**config.mk**
```make
export PLATFORM = sky130hd
export DESIGN_NAME = rgbc_arith
export DESIGN_NICKNAME = d
export VERILOG_FILES = /design/src/design/rgbc_pkg.sv /design/src/design/rgbc_arith.sv
export SDC_FILE = /design/constraint.sdc
export NUM_CORES = 2
export LEC_CHECK = 0
export BUFFER_PORTS_ARGS = -buffer_cell sky130_fd_sc_hd__buf_2
export CORE_MARGIN = 3
export CORE_UTILIZATION = 50
export CTS_CLUSTER_SIZE = 30
export DETAILED_ROUTE_END_ITERATION = 10
export GPL_ROUTABILITY_DRIVEN = 0
export PLACE_DENSITY = 0.75
export SLEW_MARGIN = 20
export SYNTH_ARGS = -nofsm -noshare
export SYNTH_HDL_FRONTEND = slang
export SYNTH_SLANG_ARGS = --single-unit
```
**constraint.sdc**
```tcl
create_clock -name clk_i -period 10.07 [get_ports clk_i]
set_input_delay 1.5105 -clock clk_i [delete_from_list [all_inputs] [get_ports clk_i]]
set_output_delay 1.5105 -clock clk_i [all_outputs]
set_load 0.02 [all_outputs]
```
**src/design/rgbc_pkg.sv**
```systemverilog
// Shared types and constants for the RGB 3x3 window convolution block.
`timescale 1ns / 1ps
package rgbc_pkg;

  localparam int MaxLineLength = 1024;
  localparam int MaxLines      = 1024;
  localparam int KernelSize    = 3;
  localparam int NumTaps       = KernelSize * KernelSize;
  localparam int CfgW          = 48;
  localparam int GeoW          = 11;
  localparam int ColW          = $clog2(MaxLineLength);
  localparam int PixW          = 24;
  localparam int TapW          = 16;
  localparam int AccW          = 28;
  localparam int MagW          = 27;
  localparam int RemW          = TapW + 1;
  localparam int CntW          = $clog2(MagW);
  localparam int OffW          = 11;

  typedef logic [PixW-1:0] pix_t;

  typedef enum logic [2:0] {
    CFG_KROW0   = 3'd0,
    CFG_KROW1   = 3'd1,
    CFG_KROW2   = 3'd2,
    CFG_DIVISOR = 3'd3,
    CFG_OFFSET  = 3'd4,
    CFG_LINELEN = 3'd5,
    CFG_LINETOT = 3'd6
  } cfg_idx_e;

  // border mask: which window rows / columns lie inside the image
  typedef struct packed {
    logic [KernelSize-1:0] row_ok;
    logic [KernelSize-1:0] col_ok;
  } mask_t;

  typedef struct packed {
    logic busy;
    logic done;
  } arith_stat_t;

endpackage

```
**src/design/rgbc_arith.sv**
```systemverilog
// Tap-serial multiply-accumulate, bit-serial floor divide and clamp for three channels.
`timescale 1ns / 1ps
module rgbc_arith import rgbc_pkg::*; (
  input  logic                clk_i,
  input  logic                rst_ni,
  input  logic                start_i,
  input  logic                take_i,
  input  pix_t                window_i [NumTaps],
  input  logic [CfgW-1:0]     kernel_i [KernelSize],
  input  logic [TapW-1:0]     divisor_i,
  input  logic [OffW-1:0]     offset_i,
  input  mask_t               mask_i,
  output arith_stat_t         stat_o,
  output logic [7:0]          res_o [3]
);

  typedef enum logic [5:0] {
    A_IDLE = 6'b000001,
    A_MAC  = 6'b000010,
    A_PREP = 6'b000100,
    A_DIV  = 6'b001000,
    A_FIN  = 6'b010000,
    A_DONE = 6'b100000
  } astate_e;

  astate_e                state_q, state_d;
  logic [1:0]             dl_q, dl_d, dc_q, dc_d;
  logic [CntW-1:0]        cnt_q, cnt_d;
  logic signed [AccW-1:0] acc_q [3];
  logic signed [AccW-1:0] acc_d [3];
  logic [MagW-1:0]        quo_q [3];
  logic [MagW-1:0]        quo_d [3];
  logic [RemW-1:0]        rem_q [3];
  logic [RemW-1:0]        rem_d [3];
  logic [2:0]             neg_q, neg_d;
  logic [7:0]             res_q [3];
  logic [7:0]             res_d [3];

  logic signed [TapW-1:0] tap;
  logic [3:0]             widx;
  logic                   tap_ok;
  logic [TapW-1:0]        dv;

  always_comb begin
    widx   = 4'(dl_q) * 4'd3 + 4'(dc_q);
    tap    = $signed(kernel_i[dc_q][TapW*dl_q +: TapW]);
    tap_ok = mask_i.row_ok[dl_q] & mask_i.col_ok[dc_q];
    dv     = (divisor_i == '0) ? TapW'(1) : divisor_i;
  end

  always_comb begin
    logic signed [TapW+8:0]   prod;
    logic [7:0]               px;
    logic [RemW-1:0]          rsh;
    logic signed [MagW+1:0]   qs;
    logic signed [MagW+2:0]   v;
    state_d = state_q;
    dl_d    = dl_q;
    dc_d    = dc_q;
    cnt_d   = cnt_q;
    neg_d   = neg_q;
    acc_d   = acc_q;
    quo_d   = quo_q;
    rem_d   = rem_q;
    res_d   = res_q;
    prod    = '0;
    px      = '0;
    rsh     = '0;
    qs      = '0;
    v       = '0;
    unique case (state_q)
      A_IDLE: begin
        if (start_i) begin
          state_d = A_MAC;
          dl_d    = '0;
          dc_d    = '0;
          for (int c = 0; c < 3; c++) acc_d[c] = '0;
        end
      end
      A_MAC: begin
        for (int c = 0; c < 3; c++) begin
          px   = window_i[widx][8*(2-c) +: 8];
          prod = tap * $signed({1'b0, px});
          if (tap_ok) acc_d[c] = acc_q[c] + AccW'(prod);
        end
        if (dc_q == 2'd2) begin
          dc_d = '0;
          dl_d = dl_q + 2'd1;
          if (dl_q == 2'd2) state_d = A_PREP;
        end else begin
          dc_d = dc_q + 2'd1;
        end
      end
      A_PREP: begin
        for (int c = 0; c < 3; c++) begin
          neg_d[c] = acc_q[c][AccW-1];
          quo_d[c] = acc_q[c][AccW-1] ? MagW'(-acc_q[c]) : MagW'(acc_q[c]);
          rem_d[c] = '0;
        end
        cnt_d   = CntW'(MagW - 1);
        state_d = A_DIV;
      end
      A_DIV: begin
        for (int c = 0; c < 3; c++) begin
          rsh = {rem_q[c][RemW-2:0], quo_q[c][MagW-1]};
          if (rsh >= {1'b0, dv}) begin
            rem_d[c] = rsh - {1'b0, dv};
            quo_d[c] = {quo_q[c][MagW-2:0], 1'b1};
          end else begin
            rem_d[c] = rsh;
            quo_d[c] = {quo_q[c][MagW-2:0], 1'b0};
          end
        end
        cnt_d = cnt_q - CntW'(1);
        if (cnt_q == '0) state_d = A_FIN;
      end
      A_FIN: begin
        for (int c = 0; c < 3; c++) begin
          // floor for negative sums: round the magnitude up
          qs = neg_q[c] ? -$signed({2'b00, quo_q[c]} + (MagW+2)'(rem_q[c] != '0))
                        :  $signed({2'b00, quo_q[c]});
          v  = (MagW+3)'(qs) + (MagW+3)'($signed(offset_i));
          if (v < 0)                    res_d[c] = 8'd0;
          else if (v > (MagW+3)'(255))  res_d[c] = 8'd255;
          else                          res_d[c] = v[7:0];
        end
        state_d = A_DONE;
      end
      A_DONE: begin
        if (take_i) state_d = A_IDLE;
      end
      default: state_d = A_IDLE;
    endcase
  end

  always_ff @(posedge clk_i or negedge rst_ni) begin
    if (!rst_ni) begin
      state_q <= A_IDLE;
      dl_q    <= '0;
      dc_q    <= '0;
      cnt_q   <= '0;
    end else begin
      state_q <= state_d;
      dl_q    <= dl_d;
      dc_q    <= dc_d;
      cnt_q   <= cnt_d;
    end
  end

  always_ff @(posedge clk_i) begin
    acc_q <= acc_d;
    quo_q <= quo_d;
    rem_q <= rem_d;
    neg_q <= neg_d;
    res_q <= res_d;
  end

  assign stat_o.busy = (state_q != A_IDLE);
  assign stat_o.done = (state_q == A_DONE);
  assign res_o       = res_q;

  a_start_idle: assert property (@(posedge clk_i) disable iff (!rst_ni)
    start_i |-> state_q == A_IDLE) else $error("start while arithmetic busy");
  a_mac_len: assert property (@(posedge clk_i) disable iff (!rst_ni)
    state_q == A_IDLE && start_i |=> ##8 state_q == A_MAC ##1 state_q == A_PREP)
    else $error("multiply-accumulate did not take nine taps");
  a_div_exit: assert property (@(posedge clk_i) disable iff (!rst_ni)
    state_q == A_DIV && cnt_q == '0 |=> state_q == A_FIN)
    else $error("divider did not finish");

endmodule

```
==> results.py <==
metrics = {
    "min_path": {
        "min-delay-start": "cnt_q[0]",
        "hold_end": "cnt_q[0]",
        "holdCritPathClass": "register to register",
        "hold_path_depth": 1,
    },
    "timing": {
        "tightest_slew_ns": 1.20,
        "whs_ns": 0.540,
        "layout_worst_path_cycle_share_pct": 94.1,
        "hold_vio_cnt_final": 0,
        "slew_headroom_pct": 18.9,
        "setup_viol_count_final": 0,
        "grt_setup_unrepaired": "no",
        "timing.final.max_slew_violations": 0,
        "max_clock_freq_mhz": 106,
        "setup-tns-final_ns": 0,
        "period_needed_ns": 9.48,
        "clock_skew_ns": 0.0214,
    },
    "worst_setup_path": {
        "startpoint_type": "register",
        "r2r_setup_slack_ns": 0.59,
        "worstSetupPathType": "register to register",
        "worst-r2r-cell-count": 27,
        "crit-reg2reg-launch": "dc_q[1]",
        "critical_path_fanout_max": 25,
        "data_arrival_time_of_the_critical_path_ns": 9.74,
        "worstSetupEndpointType": "register",
        "worst_ep_required_time_ns": 10.33,
        "terminus_of_the_critical_flop_to_flop_path": "acc_q[20]",
    },
    "routing": {
        "vias_per_cell": 5.83,
        "drc": 0,
        "average_routed_wire_per_standard_cell_um": 19.8,
        "via_count": 38300,
        "dr.pass1.iters": 6,
        "routed_wirelength_mm": 130,
        "antenna_violating_nets_post_route": 0,
        "drt_first_iter_violations": 3367,
    },
    "cts": {
        "post_cts_resize_count": 0,
        "holdBufCountCts": 0,
        "cts_root_buf": "sky130_fd_sc_hd__clkbuf_16",
        "cts.sinks": 258,
        "cts_tree": "yes",
        "ctsLongestPathBuffers": 3,
        "cts.htree.levels": 2,
        "clk_latency_ns": 0.55,
        "post-cts-setup-buffers": 0,
        "cts-buffers-inserted": 35,
        "path_clk_slew_ns": 0.06,
    },
    "synth": {
        "netlist.top_cell.by_area": "sky130_fd_sc_hd__fa_1",
        "synth_async_sr_flop_share_pct": 5.81,
        "ys_top_cells_by_area": "sky130_fd_sc_hd__fa_1 (18%), sky130_fd_sc_hd__edfxtp_1 (17%), sky130_fd_sc_hd__ha_1 (12%)",
        "syn_avg_cell_area_um2": 8.50,
        "synth_sequential_area_ratio_pct": 17.9,
        "synth.ff_latch_count": 258,
        "synth-xor-area-share_pct": 5.73,
        "share_of_the_synthesized_area_in_the_top_cell_type_pct": 18.3,
        "leading_register_cell_type_out_of_synthesis": "sky130_fd_sc_hd__edfxtp_1",
        "synthesis.yosys.warnings": 0,
        "main_combinational_cell_family_by_area_after_synthesis": "adder cells",
        "syn_nets": 6257,
        "post_synthesis_instance_area_um2": 43000,
        "count_of_distinct_cell_types_in_the_synthesized_netlist": 81,
        "synth-edff-count": 243,
        "synth_cells": 5052,
        "simple_gate_area_share_of_the_yosys_netlist_pct": 15.9,
        "fraction_of_the_mapped_netlist_area_in_adder_cells_pct": 30.4,
        "synth.area.mux_share_pct": 5.23,
        "compound_cell_area_share_of_the_yosys_netlist_pct": 17.6,
    },
    "finish": {
        "design.final.nets": 6576,
        "relative_area_change_from_synthesis_to_final_layout_pct": 10.5,
        "finalNonFillerCells": 6558,
        "share_of_post_route_cells_with_drive_strength_above_1_pct": 12.5,
        "fillerInstances": 7740,
    },
    "grt": {
        "grt.total_usage_pct": 28.4,
        "grt_first_pass_wirelength_mm": 202,
        "grt_remaining_overflow": 0,
        "grt_antenna_before_repair": 30,
        "first_global_vias": 36500,
        "grt_max_degree": 76,
    },
    "floorplanning": {
        "placeableCoreArea_um2": 84400,
        "fp.dieW_um": 299,
        "dieArea_um2": 89500,
        "die_h_um": 299,
        "ioPinCount": 423,
        "fp-row-count": 106,
        "initial_core_util_pct": 50.9,
    },
    "placed_design": {
        "place.port_buffers": 422,
        "placed_cells_incl_taps": 6468,
        "place_hpwl_mm": 107,
    },
    "status": {
        "status": "complete, no violations",
    },
    "flow_run": {
        "max_cap_violations": 0,
    },
}
## logic make-up (layout without fill, tap and decap cells)
kind of cell / count (synthesis) / after routing
other: 0 / 28
and+or+nand+nor: 1498 / 1498
muxes: 179 / 179
xor gates and xnor gates: 281 / 281
DFF: 258 / 258
AOI/OAI and AO/OA: 1191 / 1191
buffers and inverters: 837 / 1181
adders and majority gates: 808 / 808
## flip-flops by register name (all words and copies together) (netlist names)
name and count:
acc_q 84, cnt_q 5, dc_q 2, dl_q 2, neg_q 3, quo_q 81
rem_q 51, res_o 24, state_q 6
## placed cells by master (no fill, tap or decap), drive strengths merged, types with 29 or more instances in the layout
cell and count:
inv 646, xor2 130, ha 416, edfxtp 243
o22ai 35, nor2b 59, o21bai 46, a21o 117
nand2b 56, nand4 48, o21ai 315, mux2 33
o211ai 36, xnor2 151, o21a 47, or2 36
mux4 33, or3 35, nand2 439, a31oi 29
buf 475, a211oi 57, clkbuf 44, nor4 36
nor3 73, fa 392, a21oi 313, mux2i 113
nor2 556, nand3 59
## per-layer routing
layer / wire length [um] / vias to the layer above / track usage [%]
met2: 55500 / 1721 / 42.9
met3: 10100 / 373 / 5.29
met5: 8 / - / 0
li1: - / 18100 / -
met1: 55100 / 18000 / 38.1
met4: 9110 / 2 / 16.8
## cells in the mapped netlist, types with 14 or more instances
master                     number
sky130_fd_sc_hd__a211o_1       14
sky130_fd_sc_hd__a211oi_1      57
sky130_fd_sc_hd__a21o_1       117
sky130_fd_sc_hd__a21oi_1      313
sky130_fd_sc_hd__a31oi_1       29
sky130_fd_sc_hd__and2_1        26
sky130_fd_sc_hd__and3_1        20
sky130_fd_sc_hd__buf_1         18
sky130_fd_sc_hd__clkbuf_1     173
sky130_fd_sc_hd__dfrtp_1       14
sky130_fd_sc_hd__edfxtp_1     243
sky130_fd_sc_hd__fa_1         392
sky130_fd_sc_hd__ha_1         416
sky130_fd_sc_hd__inv_1        644
sky130_fd_sc_hd__mux2_2        33
sky130_fd_sc_hd__mux2i_1      113
sky130_fd_sc_hd__mux4_2        33
sky130_fd_sc_hd__nand2_1      439
sky130_fd_sc_hd__nand2b_1      56
sky130_fd_sc_hd__nand3_1       59
sky130_fd_sc_hd__nand4_1       48
sky130_fd_sc_hd__nor2_1       556
sky130_fd_sc_hd__nor2b_1       59
sky130_fd_sc_hd__nor3_1        73
sky130_fd_sc_hd__nor4_1        35
sky130_fd_sc_hd__o211ai_1      36
sky130_fd_sc_hd__o21a_1        47
sky130_fd_sc_hd__o21ai_0      307
sky130_fd_sc_hd__o21bai_1      46
sky130_fd_sc_hd__o22ai_1       35
sky130_fd_sc_hd__o31ai_1       27
sky130_fd_sc_hd__o41ai_1       20
sky130_fd_sc_hd__or2_2         36
sky130_fd_sc_hd__or3_1         31
sky130_fd_sc_hd__or4_1         15
sky130_fd_sc_hd__xnor2_1      151
sky130_fd_sc_hd__xor2_1       130
## area by class of cell
cell class	instances	area [um^2]	area share, %
multi-input cells	3957	32300	68.0
flip-flops and latches	258	7680	16.2
repair buffers	475	2530	5.32
inverters	644	2420	5.09
well taps	1134	1420	2.99
clock buffers	44	931	1.96
clock inverters	18	136	0.287
diodes	28	70.1	0.148
## critical path, cell delays in order (launching register included)
cell and delay (ns):
sky130_fd_sc_hd__dfrtp_4 0.66, sky130_fd_sc_hd__fa_1 0.49, sky130_fd_sc_hd__ha_2 0.19, sky130_fd_sc_hd__fa_1 0.72, sky130_fd_sc_hd__buf_4 0.35, sky130_fd_sc_hd__nand2b_1 0.50, sky130_fd_sc_hd__o22ai_1 0.20, sky130_fd_sc_hd__o31ai_4 0.60
sky130_fd_sc_hd__nand2_1 0.19, sky130_fd_sc_hd__fa_1 0.56, sky130_fd_sc_hd__inv_1 0.06, sky130_fd_sc_hd__fa_1 0.50, sky130_fd_sc_hd__inv_1 0.06, sky130_fd_sc_hd__fa_1 0.53, sky130_fd_sc_hd__inv_1 0.05, sky130_fd_sc_hd__fa_1 0.49
sky130_fd_sc_hd__fa_1 0.41, sky130_fd_sc_hd__ha_1 0.34, sky130_fd_sc_hd__a21o_1 0.18, sky130_fd_sc_hd__a21o_1 0.17, sky130_fd_sc_hd__a21oi_1 0.35, sky130_fd_sc_hd__nor2_1 0.09, sky130_fd_sc_hd__a221oi_1 0.42, sky130_fd_sc_hd__a21oi_1 0.28
sky130_fd_sc_hd__a2111oi_0 0.46, sky130_fd_sc_hd__a21oi_1 0.10, sky130_fd_sc_hd__xnor2_1 0.14, sky130_fd_sc_hd__nor2_1 0.05
## worst max path at each step
stage	startpoint	to	slack [ns]	cells past startpoint
after global placement	dc_q[1]	acc_q[83]	0.69	27
after global routing	dc_q[1]	acc_q[20]	0.11	27
after floorplan	dc_q[1]	acc_q[0]	1.41	7
after CTS	dc_q[1]	acc_q[20]	0.42	27
final	dc_q[1]	acc_q[20]	0.59	27
after detailed placement	dc_q[1]	acc_q[20]	0.46	27
## per-stage QoR
stage / utilization, % / setup WS, ns / instance area, um^2
after CTS: 56.2 / 0.418 / 47400
after global placement: 54.8 / 0.693 / 46300
final: 56.3 / 0.595 / 47500
after global routing: 56.3 / 0.111 / 47500
after floorplan: - / 1.41 / 43000
after detailed placement: 54.9 / 0.458 / 46300
Power is left out: the tool's default activity adds up to more than one toggle a clock period on the data nets, which glitch-free logic cannot reach.
